**src/hw/rtl/scim_pkg.sv**
```systemverilog
package scim_pkg;

  localparam int COORD_BITS = 32;
  localparam int EPS_BITS = 32;
  localparam int MUL_CHUNK = 32;
  localparam int MUL_LAT = 5;

  typedef enum logic [1:0] {
    REG_CENTER_X  = 2'd0,
    REG_CENTER_Y  = 2'd1,
    REG_RADIUS    = 2'd2,
    REG_EPSILON   = 2'd3
  } cfg_reg_t;

endpackage

```
**src/hw/rtl/scim_mul.sv**
```systemverilog
module scim_mul #(
  parameter int AW = 33,
  parameter int BW = 33
) (
  input  logic                  clk,
  input  logic                  ce,
  input  logic signed [AW-1:0]  a,
  input  logic signed [BW-1:0]  b,
  output logic signed [AW+BW-1:0] p
);

  localparam int CH  = scim_pkg::MUL_CHUNK;
  localparam int NA  = (AW + CH - 1) / CH;
  localparam int NB  = (BW + CH - 1) / CH;
  localparam int RWD = (NB + 1) * CH;
  localparam int TW  = (NA + NB + 1) * CH;
  localparam int PW  = AW + BW;

  logic [AW-1:0]      aabs;
  logic [BW-1:0]      babs;
  logic [NA*CH-1:0]   ma_r;
  logic [NB*CH-1:0]   mb_r;
  logic [3:0]         sg_r;
  logic [2*CH-1:0]    pp_r [NA][NB];
  logic [RWD-1:0]     row_r [NA];
  logic [RWD-1:0]     row_nxt [NA];
  logic [TW-1:0]      tot_r;
  logic [TW-1:0]      tot_nxt;
  logic signed [PW-1:0] p_r;

  assign aabs = a[AW-1] ? (~a + AW'(1)) : a;
  assign babs = b[BW-1] ? (~b + BW'(1)) : b;

  always_comb begin
    for (int i = 0; i < NA; i++) begin
      row_nxt[i] = '0;
      for (int j = 0; j < NB; j++) begin
        row_nxt[i] = row_nxt[i] + (RWD'(pp_r[i][j]) << (j * CH));
      end
    end
    tot_nxt = '0;
    for (int i = 0; i < NA; i++) begin
      tot_nxt = tot_nxt + (TW'(row_r[i]) << (i * CH));
    end
  end

  always_ff @(posedge clk) begin
    if (ce) begin
      ma_r <= (NA*CH)'(aabs);
      mb_r <= (NB*CH)'(babs);
      sg_r <= {sg_r[2:0], a[AW-1] ^ b[BW-1]};
      for (int i = 0; i < NA; i++) begin
        for (int j = 0; j < NB; j++) begin
          pp_r[i][j] <= ma_r[i*CH +: CH] * mb_r[j*CH +: CH];
        end
      end
      row_r <= row_nxt;
      tot_r <= tot_nxt;
      p_r   <= sg_r[3] ? (~tot_r[PW-1:0] + PW'(1)) : tot_r[PW-1:0];
    end
  end

  assign p = p_r;

endmodule

```
**config.mk**
```make
export PLATFORM = sky130hd
export DESIGN_NAME = scim_mul
export DESIGN_NICKNAME = d
export VERILOG_FILES = /design/src/hw/rtl/scim_pkg.sv /design/src/hw/rtl/scim_mul.sv
export SDC_FILE = /design/constraint.sdc
export NUM_CORES = 2
export LEC_CHECK = 0
export ABC_AREA = 1
export BUFFER_PORTS_ARGS = -buffer_cell sky130_fd_sc_hd__buf_4
export CAP_MARGIN = 20
export CORE_MARGIN = 8
export CORE_UTILIZATION = 50
export CTS_BUF_LIST = sky130_fd_sc_hd__clkbuf_4
export CTS_CLUSTER_SIZE = 40
export DETAILED_ROUTE_END_ITERATION = 6
export GPL_TIMING_DRIVEN = 0
export PLACE_DENSITY = 0.66
export SLEW_MARGIN = 10
export SYNTH_ARGS = -nofsm -noshare
export SYNTH_HDL_FRONTEND = slang
export SYNTH_SLANG_ARGS = --single-unit
```
**constraint.sdc**
```tcl
create_clock -name clk -period 11.8 [get_ports clk]
set_clock_uncertainty 0.15 [all_clocks]
set_input_delay 1.18 -clock clk [delete_from_list [all_inputs] [get_ports clk]]
set_output_delay 1.18 -clock clk [all_outputs]
set_load 0.01 [all_outputs]
```
==> impl_metrics.yaml <==
grt:
  grt_pass1_wl_mm: 327
  antenna_found_initial: 9
  grt_pass1_vias: 49700
  grt_start_max_net_pins: 127
  grt_overflow: 0
  grt_use_total_pct: 35.9
critical_path:
  crit_arrival_ns: 9.86
  cp-endpoint: "pp_r[0][92]"
  timing.rr.end: "pp_r[0][92]"
  timing.critical_path.from: "ma_r[16]"
  cp_max_fo: 10
  r2r_cells: 27
  crit_path_end_kind: "flip-flop"
  critPathLaunchType: "flip-flop"
  r2r_slack_ns: 2.52
  slowest_stage: "clkbuf_1"
  path_class: "flip-flop to flip-flop"
  required_ns: 12.38
  critPathMaxStageDelay_ns: 0.92
  worstReg2RegStart: "ma_r[16]"
  cpMostUsedCell: "fa_1"
yosys:
  yosysTopAreaCell: "fa_1"
  synthCells: 7207
  synth_fp_nets: 8504
  avgSynthCellArea_um2: 8.04
  synth-edff-count: 429
  yosysSeqAreaShare_pct: 22.2
  synth_most_common_cell: "nand2_1"
  yosys.area.top_type_share_pct: 31.0
  synthFlopType: "edfxtp_1"
  synth_common_cells: "nand2_1, inv_1, fa_1"
  yosysWarningCount: 0
  synth_area_leaders: "fa_1, edfxtp_1, nand2_1"
  async_flop_share_pct: 0
  ys_types: 44
  ys_ff_latch: 429
  netlist_area_mm2: 0.0579
clock_network:
  cts_tree: "yes"
  cts.sinks: 429
  cts_hold_buffers: 0
  clk_path_buf_depth: 3
  cts_root_buf: "clkbuf_4"
  post-cts-setup-buffers: 0
  clk_pin_slew_ns: 0.06
  h-tree-depth: 3
  clock_latency_ns: 1.10
  cts-resized-gates: 0
  cts_made_buffers: 111
sta:
  clock.fmax_mhz: 108
  setup_viol: 0
  slew_headroom_pct: 13.1
  tightestPinTransition_ns: 1.30
  fin_crit_sh_pct: 78.7
  final.min_clock_period_ns: 9.28
  rsz0062_at_grt: "no"
  hold_viol: 0
  setup_tns_ns: 0
  slew_violations: 0
floorplanning:
  rows: 125
  fp.dieArea_mm2: 0.127
  start_util_pct: 50.1
  die_w_um: 356
  core_area_mm2: 0.116
  die_h_um: 356
  num_io_pins: 134
layout:
  area_growth_syn_to_layout_pct: 8.59
  drive_above_1_share_pct: 5.89
  fill_cells: 11200
  finalNetCount: 8788
place:
  portBuffers: 131
  routabilityCongestion: 1.03
  dp_hpwl_mm: 189
routing:
  ant_nets: 0
  drc_errors: 0
  vias: 47900
  routedWlPerCell_um: 24.8
  firstDrtPassIters: 6
  vias_per_cell: 5.26
  first_iter_violations: 4388
  routed_wl_mm: 226
worst_hold_path:
  hp-class: "input port to flip-flop"
flow_run:
  maxCapViolCount: 0
run_status:
  status: "finished, final reports clean"
[layer usage]
| metal | wire length (µm) | global-route usage, % | part of all wire, % |
|---|---|---|---|
| met1 | 80400 | 41.8 | 36 |
| met2 | 103000 | 58.3 | 45 |
| met3 | 23300 | 8.70 | 10 |
| met4 | 19500 | 25.2 | 8.6 |
| met5 | 45 | 0 | 0.020 |
[placed cells by master (no fill, tap or decap), types with 25 or more instances in the layout]
| cell type | netlist | routed |
|---|---|---|
| nand2_1 | 2141 | 2141 |
| inv_1 | 2009 | 2009 |
| fa_1 | 898 | 898 |
| edfxtp_1 | 429 | 429 |
| ha_1 | 331 | 331 |
| nor2_1 | 328 | 328 |
| clkbuf_1 | 267 | 257 |
| nand3_1 | 155 | 155 |
| xor2_1 | 154 | 154 |
| clkbuf_4 | 0 | 154 |
| a21oi_1 | 140 | 140 |
| buf_4 | 0 | 130 |
| o21ai_0 | 85 | 85 |
| nand4_1 | 49 | 49 |
| clkinv_1 | 1 | 34 |
| nor3_1 | 29 | 29 |
| buf_8 | 0 | 25 |
[logic make-up (layout without fill, tap and decap cells)]
| group | Yosys count | count (layout) | share of synthesized area, % |
|---|---|---|---|
| compound gates | 277 | 277 | 2.62 |
| flops | 429 | 429 | 22.2 |
| xor+xnor | 177 | 177 | 2.68 |
| fa+ha+maj | 1229 | 1229 | 38.2 |
| other cells | 0 | 13 | 0 |
| simple gates | 2799 | 2799 | 19.4 |
| buf+inv | 2296 | 2672 | 14.9 |
[sequential cells by signal, summed over array words and instances (netlist names)]
| name | cells |
|---|---|
| pp_r | 129 |
| p | 66 |
| mb_r | 33 |
| ma_r | 33 |
| row_r | 98 |
| tot_r | 66 |
| sg_r | 4 |
[per-stage QoR]
step / setup slack, ns / cell area [µm²] / util, % / std cells / hold WS, ns
after floorplan: 5.28 / 57900 / - / 7207 / 0.250
after global placement: 2.65 / 60800 / 52.6 / 8862 / 0.251
after detailed placement: 2.80 / 61400 / 53.1 / 8896 / 0.255
after CTS: 2.73 / 62800 / 54.3 / 9101 / 0.101
after global routing: 2.36 / 62900 / 54.4 / 9112 / 0.159
final: 2.52 / 62900 / 54.4 / 9120 / 0.206
[worst min-delay path by stage]
stage,endpoint,start,slack [ns],cells after the start
6_report,mb_r[0],b[0],0.21,1
5_1_grt,mb_r[0],b[0],0.16,1
4_1_cts,mb_r[0],b[0],0.10,1
3_5_place_dp,row_r[103],pp_r[0][40],0.25,0
3_3_place_gp,row_r[105],pp_r[0][42],0.25,0
2_1_floorplan,row_r[0],pp_r[1][33],0.25,0
[critical path, delay by kind of cell (launching register included)]
family	cells	cell delay (ns)
buf+inv	8	2.15
flops	1	0.32
simple gates	9	1.32
fa+ha+maj	9	4.62
compound gates	1	0.41
[area by class of cell]
type / count / area, µm² / share of cell area, %
clock inverter: 51 / 275 / 0.437
clock buffer: 154 / 1160 / 1.84
timing repair buffer: 171 / 1600 / 2.54
buffer: 280 / 1070 / 1.70
multi-input combinational: 4482 / 36400 / 57.9
tap: 1524 / 1910 / 3.03
sequential: 429 / 12900 / 20.5
inverter: 2016 / 7570 / 12.0
antenna: 13 / 32.5 / 0.0517
Power is left out: the tool's default activity adds up to more than one toggle a clock period on the data nets, which glitch-free logic cannot reach.
